File: src/rtl/core/bscf_pkg.sv
package bscf_pkg;

	localparam int IDX_W = 7;
	localparam int BIT_W = 13;
	localparam int ANS_W = 11;
	localparam logic [ANS_W-1:0] ANS_MAX = 11'h7FF;

	localparam logic [1:0] ST_OK       = 2'd0;
	localparam logic [1:0] ST_BADPOS   = 2'd1;
	localparam logic [1:0] ST_NOTFOUND = 2'd2;

	typedef enum logic [3:0] {
		REQ_SET        = 4'd0,
		REQ_CLEAR      = 4'd1,
		REQ_GET        = 4'd2,
		REQ_SET_ALL    = 4'd3,
		REQ_CLEAR_ALL  = 4'd4,
		REQ_INVERT     = 4'd5,
		REQ_COUNT      = 4'd6,
		REQ_ALL_SET    = 4'd7,
		REQ_ALL_CLEAR  = 4'd8,
		REQ_ANY_SET    = 4'd9,
		REQ_FIND_SET   = 4'd10,
		REQ_FIND_CLEAR = 4'd11
	} req_t;

	typedef enum logic [2:0] {
		S_CLEAR,
		S_IDLE,
		S_DIV,
		S_REM,
		S_SCAN,
		S_DONE
	} state_t;

	typedef struct packed {
		logic [3:0]  req_type;
		logic [9:0]  position;
		logic [10:0] window_length;
	} in_item_t;

	typedef struct packed {
		logic [1:0]       status;
		logic [ANS_W-1:0] answer;
	} out_item_t;

	typedef struct packed {
		logic             write;
		logic             bit_val;
		logic             found;
		logic [IDX_W-1:0] first_idx;
		logic [IDX_W-1:0] ones;
		logic             is_ones;
		logic             is_zero;
	} word_flags_t;

endpackage

File: src/rtl/core/bitmap_set_clear_count_find.sv
// Bitmap engine holding NUM_WORDS words of WORD_BITS bits, of which words_in_use are active.
// Requests arrive on in_valid/in_ready with in_data and each transaction gives exactly
// one result on out_valid/out_ready with out_data (status and answer).
// The words_in_use register is written through cfg_wen/cfg_wdata; the user must write it
// only while the block is idle, which the block does not enforce. Every request passes a
// word index calculation state (S_DIV) and a remainder and range checking state (S_REM);
// unless a single-bit or find position is out of range or the code is unused, one word of
// the array is then read per cycle from a single-port-read RAM and passed through a shared
// word unit that modifies, counts, tests or searches it. Single-bit requests read one word,
// whole-array, count and test ones all active words, a find up to a match or its window end.
// One request is in flight at a time; in_ready is high only while the engine is idle.
// The result is held in an output register, so a new request is accepted while the
// previous result is still waiting; a stalled receiver holds the engine in its final
// cycle until the output register is free.
// After reset the array is cleared by a pass over all NUM_WORDS words, one word per cycle,
// during which in_ready stays low; configuration writes are accepted throughout.
module bitmap_set_clear_count_find #(
	parameter int WORD_BITS = 32,
	parameter int NUM_WORDS = 32
) (
	input  logic                clk,
	input  logic                arst_n,
	input  logic                in_valid,
	output logic                in_ready,
	input  bscf_pkg::in_item_t  in_data,
	output logic                out_valid,
	input  logic                out_ready,
	output bscf_pkg::out_item_t out_data,
	input  logic                cfg_wen,
	input  logic [5:0]          cfg_wdata
);

	localparam int AW        = (NUM_WORDS > 1) ? $clog2(NUM_WORDS) : 1;
	localparam int DIV_SHIFT = 20;
	localparam int RECIP     = ((1 << DIV_SHIFT) + WORD_BITS - 1) / WORD_BITS;
	localparam int IW        = bscf_pkg::IDX_W;
	localparam int BW        = bscf_pkg::BIT_W;

	bscf_pkg::state_t    state_q, state_d;
	logic [5:0]          words_in_use_q;
	logic [AW-1:0]       clr_addr_q;
	logic                issued_all_q;
	logic                valid_s1;
	logic                out_valid_q;
	bscf_pkg::out_item_t out_data_q;

	logic [3:0]          req_q;
	logic [9:0]          pos_q;
	logic [10:0]         len_q;
	logic [IW-1:0]       quo_q;
	logic [5:0]          nw_q;
	logic [BW-1:0]       cap_q;
	logic [IW-1:0]       rem_q;
	logic [BW-1:0]       end_q;
	logic [AW-1:0]       scan_addr_q;
	logic [AW-1:0]       last_q;
	logic [BW-1:0]       base_q;
	logic                first_q;
	logic [AW-1:0]       addr_s1;
	logic [BW-1:0]       base_s1;
	logic                first_s1;
	logic [BW-1:0]       cnt_q;
	logic                all1_q;
	logic                all0_q;
	bscf_pkg::out_item_t res_q;

	logic [5:0]            nw_c;
	logic [31:0]           prod_c;
	logic [BW-1:0]         base_c;
	logic [IW-1:0]         rem_c;
	logic [BW-1:0]         sum_c;
	logic                  is_single;
	logic                  is_find;
	logic                  bad_c;
	logic                  unused_code;
	logic [BW-1:0]         avail_c;
	logic [IW-1:0]         lo_c;
	logic [BW-1:0]         cnt_next;
	logic                  all1_next;
	logic                  all0_next;
	logic                  scan_done;
	logic                  issue;
	logic                  out_free;
	bscf_pkg::out_item_t   res_c;
	logic                  ram_we;
	logic [AW-1:0]         ram_waddr;
	logic [WORD_BITS-1:0]  ram_wdata;
	logic [WORD_BITS-1:0]  ram_rdata;
	logic [WORD_BITS-1:0]  unit_wdata;
	bscf_pkg::word_flags_t flags;

	bscf_ram #(
		.WIDTH (WORD_BITS),
		.DEPTH (NUM_WORDS)
	) u_ram (
		.clk   (clk),
		.we    (ram_we),
		.waddr (ram_waddr),
		.wdata (ram_wdata),
		.re    (issue),
		.raddr (scan_addr_q),
		.rdata (ram_rdata)
	);

	bscf_word_unit #(
		.WORD_BITS (WORD_BITS)
	) u_word_unit (
		.req     (req_q),
		.rdata   (ram_rdata),
		.lo      (lo_c),
		.avail   (avail_c),
		.bit_sel (rem_q),
		.wdata   (unit_wdata),
		.flags   (flags)
	);

	always_comb begin
		if (words_in_use_q == 6'd0) begin
			nw_c = 6'd1;
		end else if (BW'(words_in_use_q) > BW'(NUM_WORDS)) begin
			nw_c = 6'(NUM_WORDS);
		end else begin
			nw_c = words_in_use_q;
		end
		prod_c    = 32'(pos_q) * 32'(RECIP);
		base_c    = BW'(quo_q) * BW'(WORD_BITS);
		rem_c     = IW'(BW'(pos_q) - base_c);
		sum_c     = BW'(pos_q) + BW'(len_q);
		is_single = (req_q == bscf_pkg::REQ_SET) || (req_q == bscf_pkg::REQ_CLEAR)
			|| (req_q == bscf_pkg::REQ_GET);
		is_find   = (req_q == bscf_pkg::REQ_FIND_SET) || (req_q == bscf_pkg::REQ_FIND_CLEAR);
		unused_code = req_q > bscf_pkg::REQ_FIND_CLEAR;
		bad_c     = BW'(pos_q) >= cap_q;
		avail_c   = (end_q > base_s1) ? (end_q - base_s1) : '0;
		lo_c      = (first_s1 && is_find) ? rem_q : '0;
		cnt_next  = cnt_q + BW'(flags.ones);
		all1_next = all1_q && flags.is_ones;
		all0_next = all0_q && flags.is_zero;
		scan_done = valid_s1 && ((addr_s1 == last_q) || (is_find && (flags.found
			|| (base_s1 + BW'(WORD_BITS) >= end_q))));
		issue     = (state_q == bscf_pkg::S_SCAN) && !issued_all_q && !scan_done;
		out_free  = !out_valid_q || out_ready;

		res_c.status = bscf_pkg::ST_OK;
		res_c.answer = '0;
		case (req_q)
			bscf_pkg::REQ_GET:       res_c.answer = bscf_pkg::ANS_W'(flags.bit_val);
			bscf_pkg::REQ_COUNT: begin
				res_c.answer = (cnt_next > BW'(bscf_pkg::ANS_MAX)) ? bscf_pkg::ANS_MAX
					: bscf_pkg::ANS_W'(cnt_next);
			end
			bscf_pkg::REQ_ALL_SET:   res_c.answer = bscf_pkg::ANS_W'(all1_next);
			bscf_pkg::REQ_ALL_CLEAR: res_c.answer = bscf_pkg::ANS_W'(all0_next);
			bscf_pkg::REQ_ANY_SET:   res_c.answer = bscf_pkg::ANS_W'(!all0_next);
			bscf_pkg::REQ_FIND_SET, bscf_pkg::REQ_FIND_CLEAR: begin
				if (flags.found) begin
					res_c.answer = bscf_pkg::ANS_W'(base_s1 + BW'(flags.first_idx));
				end else begin
					res_c.status = bscf_pkg::ST_NOTFOUND;
				end
			end
			default: res_c.answer = '0;
		endcase

		if (state_q == bscf_pkg::S_CLEAR) begin
			ram_we    = 1'b1;
			ram_waddr = clr_addr_q;
			ram_wdata = '0;
		end else begin
			ram_we    = (state_q == bscf_pkg::S_SCAN) && valid_s1 && flags.write;
			ram_waddr = addr_s1;
			ram_wdata = unit_wdata;
		end
	end

	always_comb begin
		state_d = state_q;
		case (state_q)
			bscf_pkg::S_CLEAR: begin
				if (clr_addr_q == AW'(NUM_WORDS - 1)) begin
					state_d = bscf_pkg::S_IDLE;
				end
			end
			bscf_pkg::S_IDLE: begin
				if (in_valid) begin
					state_d = bscf_pkg::S_DIV;
				end
			end
			bscf_pkg::S_DIV: state_d = bscf_pkg::S_REM;
			bscf_pkg::S_REM: begin
				if (unused_code || ((is_single || is_find) && bad_c)) begin
					state_d = bscf_pkg::S_DONE;
				end else begin
					state_d = bscf_pkg::S_SCAN;
				end
			end
			bscf_pkg::S_SCAN: begin
				if (scan_done) begin
					state_d = bscf_pkg::S_DONE;
				end
			end
			bscf_pkg::S_DONE: begin
				if (out_free) begin
					state_d = bscf_pkg::S_IDLE;
				end
			end
			default: state_d = bscf_pkg::S_IDLE;
		endcase
	end

	always_ff @(posedge clk or negedge arst_n) begin
		if (!arst_n) begin
			state_q <= bscf_pkg::S_CLEAR;
		end else begin
			state_q <= state_d;
		end
	end

	always_ff @(posedge clk or negedge arst_n) begin
		if (!arst_n) begin
			words_in_use_q <= 6'd32;
			clr_addr_q     <= '0;
			issued_all_q   <= 1'b0;
			valid_s1       <= 1'b0;
			out_valid_q    <= 1'b0;
		end else begin
			if (cfg_wen) begin
				words_in_use_q <= cfg_wdata;
			end
			if (state_q == bscf_pkg::S_CLEAR) begin
				clr_addr_q <= clr_addr_q + AW'(1);
			end
			if (state_q == bscf_pkg::S_REM) begin
				issued_all_q <= 1'b0;
			end else if (issue && (scan_addr_q == last_q)) begin
				issued_all_q <= 1'b1;
			end
			valid_s1 <= issue;
			if ((state_q == bscf_pkg::S_DONE) && out_free) begin
				out_valid_q <= 1'b1;
			end else if (out_ready) begin
				out_valid_q <= 1'b0;
			end
		end
	end

	always_ff @(posedge clk) begin
		if (in_valid && in_ready) begin
			req_q <= in_data.req_type;
			pos_q <= in_data.position;
			len_q <= in_data.window_length;
		end
		if (state_q == bscf_pkg::S_DIV) begin
			quo_q <= IW'(prod_c >> DIV_SHIFT);
			nw_q  <= nw_c;
			cap_q <= BW'(nw_c) * BW'(WORD_BITS);
		end
		if (state_q == bscf_pkg::S_REM) begin
			rem_q       <= rem_c;
			end_q       <= (sum_c < cap_q) ? sum_c : cap_q;
			scan_addr_q <= (is_single || is_find) ? AW'(quo_q) : '0;
			last_q      <= is_single ? AW'(quo_q) : AW'(nw_q - 6'd1);
			base_q      <= (is_single || is_find) ? base_c : '0;
			first_q     <= 1'b1;
			cnt_q       <= '0;
			all1_q      <= 1'b1;
			all0_q      <= 1'b1;
			res_q.status <= ((is_single || is_find) && bad_c) ? bscf_pkg::ST_BADPOS
				: bscf_pkg::ST_OK;
			res_q.answer <= '0;
		end
		if (issue) begin
			scan_addr_q <= scan_addr_q + AW'(1);
			base_q      <= base_q + BW'(WORD_BITS);
			first_q     <= 1'b0;
		end
		addr_s1  <= scan_addr_q;
		base_s1  <= base_q;
		first_s1 <= first_q;
		if ((state_q == bscf_pkg::S_SCAN) && valid_s1) begin
			cnt_q  <= cnt_next;
			all1_q <= all1_next;
			all0_q <= all0_next;
		end
		if ((state_q == bscf_pkg::S_SCAN) && scan_done) begin
			res_q <= res_c;
		end
		if ((state_q == bscf_pkg::S_DONE) && out_free) begin
			out_data_q <= res_q;
		end
	end

	assign in_ready  = (state_q == bscf_pkg::S_IDLE);
	assign out_valid = out_valid_q;
	assign out_data  = out_data_q;

endmodule

File: src/rtl/core/bscf_ram.sv
module bscf_ram #(
	parameter int WIDTH = 32,
	parameter int DEPTH = 32
) (
	input  logic                                       clk,
	input  logic                                       we,
	input  logic [((DEPTH > 1) ? $clog2(DEPTH) : 1)-1:0] waddr,
	input  logic [WIDTH-1:0]                           wdata,
	input  logic                                       re,
	input  logic [((DEPTH > 1) ? $clog2(DEPTH) : 1)-1:0] raddr,
	output logic [WIDTH-1:0]                           rdata
);

	logic [WIDTH-1:0] mem [DEPTH];

	always_ff @(posedge clk) begin
		if (we) begin
			mem[waddr] <= wdata;
		end
		if (re) begin
			rdata <= mem[raddr];
		end
	end

endmodule

File: src/rtl/core/bscf_word_unit.sv
module bscf_word_unit #(
	parameter int WORD_BITS = 32
) (
	input  logic [3:0]                  req,
	input  logic [WORD_BITS-1:0]        rdata,
	input  logic [bscf_pkg::IDX_W-1:0]  lo,
	input  logic [bscf_pkg::BIT_W-1:0]  avail,
	input  logic [bscf_pkg::IDX_W-1:0]  bit_sel,
	output logic [WORD_BITS-1:0]        wdata,
	output bscf_pkg::word_flags_t       flags
);

	localparam int SW    = (WORD_BITS > 1) ? $clog2(WORD_BITS) : 1;
	localparam int LANES = (WORD_BITS + 7) / 8;

	logic [WORD_BITS-1:0] one_bit;
	logic [WORD_BITS-1:0] want_vec;
	logic [WORD_BITS-1:0] hits;
	logic [WORD_BITS-1:0] lowest;
	logic [LANES*8-1:0]   padded;
	logic [3:0]           lane_cnt [LANES];

	always_comb begin
		one_bit = {{(WORD_BITS-1){1'b0}}, 1'b1} << bit_sel[SW-1:0];

		flags.write = 1'b1;
		case (req)
			bscf_pkg::REQ_SET:       wdata = rdata | one_bit;
			bscf_pkg::REQ_CLEAR:     wdata = rdata & ~one_bit;
			bscf_pkg::REQ_SET_ALL:   wdata = '1;
			bscf_pkg::REQ_CLEAR_ALL: wdata = '0;
			bscf_pkg::REQ_INVERT:    wdata = ~rdata;
			default: begin
				wdata       = rdata;
				flags.write = 1'b0;
			end
		endcase

		want_vec = (req == bscf_pkg::REQ_FIND_CLEAR) ? ~rdata : rdata;
		for (int j = 0; j < WORD_BITS; j++) begin
			hits[j] = want_vec[j] && (bscf_pkg::IDX_W'(j) >= lo)
				&& (bscf_pkg::BIT_W'(j) < avail);
		end
		lowest = hits & (~hits + {{(WORD_BITS-1){1'b0}}, 1'b1});
		flags.found = |hits;
		flags.first_idx = '0;
		for (int j = 0; j < WORD_BITS; j++) begin
			flags.first_idx = flags.first_idx | (lowest[j] ? bscf_pkg::IDX_W'(j) : '0);
		end

		padded = (LANES*8)'(rdata);
		for (int l = 0; l < LANES; l++) begin
			lane_cnt[l] = '0;
			for (int b = 0; b < 8; b++) begin
				lane_cnt[l] = lane_cnt[l] + 4'(padded[l*8+b]);
			end
		end
		flags.ones = '0;
		for (int l = 0; l < LANES; l++) begin
			flags.ones = flags.ones + bscf_pkg::IDX_W'(lane_cnt[l]);
		end

		flags.is_ones = &rdata;
		flags.is_zero = ~|rdata;
		flags.bit_val = rdata[bit_sel[SW-1:0]];
	end

endmodule

File: config.mk
export PLATFORM = sky130hd
export DESIGN_NAME = bitmap_set_clear_count_find
export DESIGN_NICKNAME = d
export VERILOG_FILES = /design/src/rtl/core/bscf_pkg.sv /design/src/rtl/core/bitmap_set_clear_count_find.sv /design/src/rtl/core/bscf_ram.sv /design/src/rtl/core/bscf_word_unit.sv
export SDC_FILE = /design/constraint.sdc
export NUM_CORES = 1
export LEC_CHECK = 0
export ABC_AREA = 1
export BUFFER_PORTS_ARGS = -buffer_cell sky130_fd_sc_hd__buf_2
export CAP_MARGIN = 20
export CORE_MARGIN = 3
export CORE_UTILIZATION = 30
export CTS_CLUSTER_DIAMETER = 150
export DETAILED_ROUTE_END_ITERATION = 8
export PLACE_DENSITY = 0.55
export SETUP_SLACK_MARGIN = 0.15
export SLEW_MARGIN = 40
export SYNTH_ARGS = -nofsm -noshare
export SYNTH_HDL_FRONTEND = slang
export SYNTH_SLANG_ARGS = --single-unit
File: constraint.sdc
create_clock -name clk -period 13.8 [get_ports clk]
set_input_delay 0 -clock clk [delete_from_list [all_inputs] [get_ports clk]]
set_output_delay 0 -clock clk [all_outputs]
set_load 0.05 [all_outputs]
==> metrics.md <==
| Metric | Value |
|---|---|
| Status | `finished, final reports clean` |
| Critical path class | `reg -> reg` |
| Layout area overhead | `16.8%` |
| Worst-margin pin slew | `a little under 0.9 ns` |
| Mean Syn Cell Area | `11.6 um^2` |
| Mapped Cells | `roughly 4600` |
| Worst Skew | `between 0.03 and 0.04 ns` |
| Most instantiated cells after synthesis | `edfxtp_1 (1170), nor2_1 (719), o21ai_0 (635)` |
| Grt ovf | `0` |
| Total CTS buffers | `around 140` |
| Clock root cell | `clkbuf_16` |
| Synthesized flop and latch total | `approximately 1200` |
| All-Layer GR Usage | `0.178` |
| Largest cells by area after synthesis | `edfxtp_1 (66%), o21ai_0 (6.0%), nor2_1 (5.1%)` |
| Syn_nets | `between 4000 and 5000` |
| Yosys cell types | `65` |
| CP required | `~14 ns` |
| Slew Limit Fails | `0` |
| Via density per instance | `5.20` |
| Final HPWL DP | `~93000 um` |
| H-tree level count | `4` |
| Hold_sp | `cfg_wen` |
| Async set or reset register ratio after synthesis | `0.0141` |
| Largest net degree at the start of global routing | `between 150 and 200` |
| Deepest clock path buffer count | `3` |
| Final core occ | `0.354` |
| Worst EP arrival | `~8.4 ns` |
| Io pins | `51` |
| Nets | `about 4800` |
| Drt drc | `0` |
| Initial DRC count | `between 3000 and 4000` |
| Post-place setup slack | `between 5 and 6 ns` |
| Post-DR wirelength/cell | `between 20 and 25 um` |
| Unrepaired setup endpoints after global routing | `false` |
| Core Rows | `153` |
| Slew HR | `0.413` |
| Max Freq | `approximately 0.13 GHz` |
| Vias in the first global route | `35134` |
| Worst Setup SP | `u_ram.rdata[9]` |
| Routed via count | `36877` |
| Post-CTS Setup Inserts | `0` |
| Synth Cell Area | `53000 um^2` |
| Die area | `about 180000 um^2` |
| Endpoints failing setup | `0` |
| Hold Crit Class | `in -> reg` |
| CTS tree | `done` |
| Post-synth EDFFs | `between 1000 and 1500` |
| GPL Wtd Cong | `around 0.94` |
| Layout cells sized above 1 | `0.0994` |
| Final hold violations | `0` |
| Initial antenna violation count | `4` |
| Seq/Total Area, Yosys | `0.677` |
| Core outline area | `between 150000 and 200000 um^2` |
| Reg-to-Reg Start | `u_ram.rdata[9]` |
| Count leader, synth | `edfxtp_1` |
| Worst setup EP type | `flip-flop` |
| Port Buf Inserts | `50` |
| Skew-Pair Late Insertion Delay | `between 0.7 and 0.8 ns` |
| Top FF cell, synth | `edfxtp_1` |
| Die Wd | `around 430 um` |
| Final ANT Viol Nets | `0` |
| Clk sinks | `between 1000 and 1500` |
| Die height | `roughly 430 um` |
| Critical Path Fanout Max | `10` |
| Total Neg Setup Slack | `0 ns` |
| Cell taking the most area after synthesis | `edfxtp_1` |
| Post-layout worst setup margin | `slightly below 6 ns` |
| Final wirelength | `approximately 170000 um` |
| Tcrit/Tclk final | `0.576` |
| Synth Warn # | `0` |
| Top-area cell type share of the netlist area | `0.663` |
| Min Hold Slack | `0.109 ns` |
| Initial Utilization | `0.303` |
| Drt pass-1 iters | `8` |
| Crit path launch type | `flip-flop` |
| Clock-pin slew on the worst setup and hold paths | `roughly 0.060 ns` |
| Crit path time final | `between 7 and 8 ns` |
| Max_cap viols | `0` |
| First-pass GRT wire length | `240000 um` |
-- sequential cells by signal (all words and copies together) (netlist names), 4 cells and up --
name and flops:
nw_q 6, last_q 5, quo_q 5, base_q 8, res_q 13, rem_q 7
cnt_q 13, pos_q 10, out_data 13, addr_s1 5, req_q 4, words_in_use_q 6
scan_addr_q 5, end_q 12, u_ram.mem 1024, clr_addr_q 5, len_q 11, u_ram.rdata 32
base_s1 8
-- per-layer routing --
layer,GRT usage,up-vias,routed length [um]
met5,0,-,27
met4,0.0547,4,4840
met3,0.0291,271,10500
met2,0.289,1279,78200
met1,0.243,18500,72000
li1,-,16823,-
-- layout by cell type, fill, tap and decap left out, drive strengths merged, types with 55 or more instances in the layout --
cell type    netlist  final
nand2            463    463
ha                71     71
nand3            185    185
o211ai            55     55
clkbuf           224    170
clkinv             9     60
o21ai            639    639
edfxtp          1170   1170
a21oi             74     74
nand4             78     78
buf               34    152
inv              304    307
o22ai            170    170
o221ai           103    103
nor2             725    725
xor2              55     55
dlygate4sd3        0     79
-- path summary, 6_finish.rpt --
kind | cells past startpoint | slack (ns) | endpoint
hold reg to reg | 0 | 0.35 | first_s1
hold / removal | 3 | 0.11 | words_in_use_q[5]
setup / recovery | 27 | 5.85 | res_q[2]
min in group asynchronous | 3 | 0.29 | words_in_use_q[5]
setup reg to reg | 27 | 5.85 | res_q[2]
max in group asynchronous | 4 | 13.02 | state_q[1]
-- area by class of cell --
cell class,instances,area [um^2]
multi-input cells,2784,15400
fillers,17080,113000
flip-flops and latches,1202,35900
inverters,313,1200
clock inverters,70,812
diodes,1,2.50
clock buffers,170,3640
repair buffers,231,2010
well taps,2325,2910
-- critical path, stage by stage, from the launching register on --
cell and delay, ns:
edfxtp_1 0.45, inv_1 0.18, ha_1 0.26, inv_1 0.08
fa_1 0.43, fa_1 0.46, fa_1 0.42, fa_1 0.50
inv_1 0.07, fa_1 0.55, inv_1 0.06, fa_1 0.52
inv_1 0.04, ha_1 0.22, fa_1 0.41, xor2_1 0.16
ha_1 0.35, nand2_1 0.07, o21ai_0 0.25, a21oi_1 0.12
o21ai_0 0.29, nand2_1 0.14, nor4_1 0.39, nand3_1 0.15
xor2_1 0.58, nand2_1 0.17, o21ai_0 0.26, a21oi_2 0.09
-- repair_timing --
| item | CTS | global route |
|---|---|---|
| hold endpoints to repair | 90 | 0 |
| hold buffers | 80 | 0 |
| gates resized for setup | 0 | 0 |
-- per-stage QoR --
stage                     cells  area [um^2]
after global placement     6765        56400
final                      7096        61800
after detailed placement   6772        56500
after global routing       7095        61800
after floorplan            4557        53000
after CTS                  7092        61800
-- kinds of logic (layout without fill, tap and decap cells) --
family                   after synthesis  after routing  share of synthesized area
adder cells (fa/ha/maj)               95             95                     0.0258
other                                  1              2                  0.0000708
XOR/XNOR                              67             67                     0.0111
AO/OA/AOI/OAI                       1119           1119                      0.125
buffers and inverters                571            784                     0.0415
flip-flops                          1202           1202                      0.677
AND/OR/NAND/NOR                     1502           1502                      0.120
Power is not shown: default switching activity piles up to over one toggle a cycle in this logic, so the estimate is an artifact.
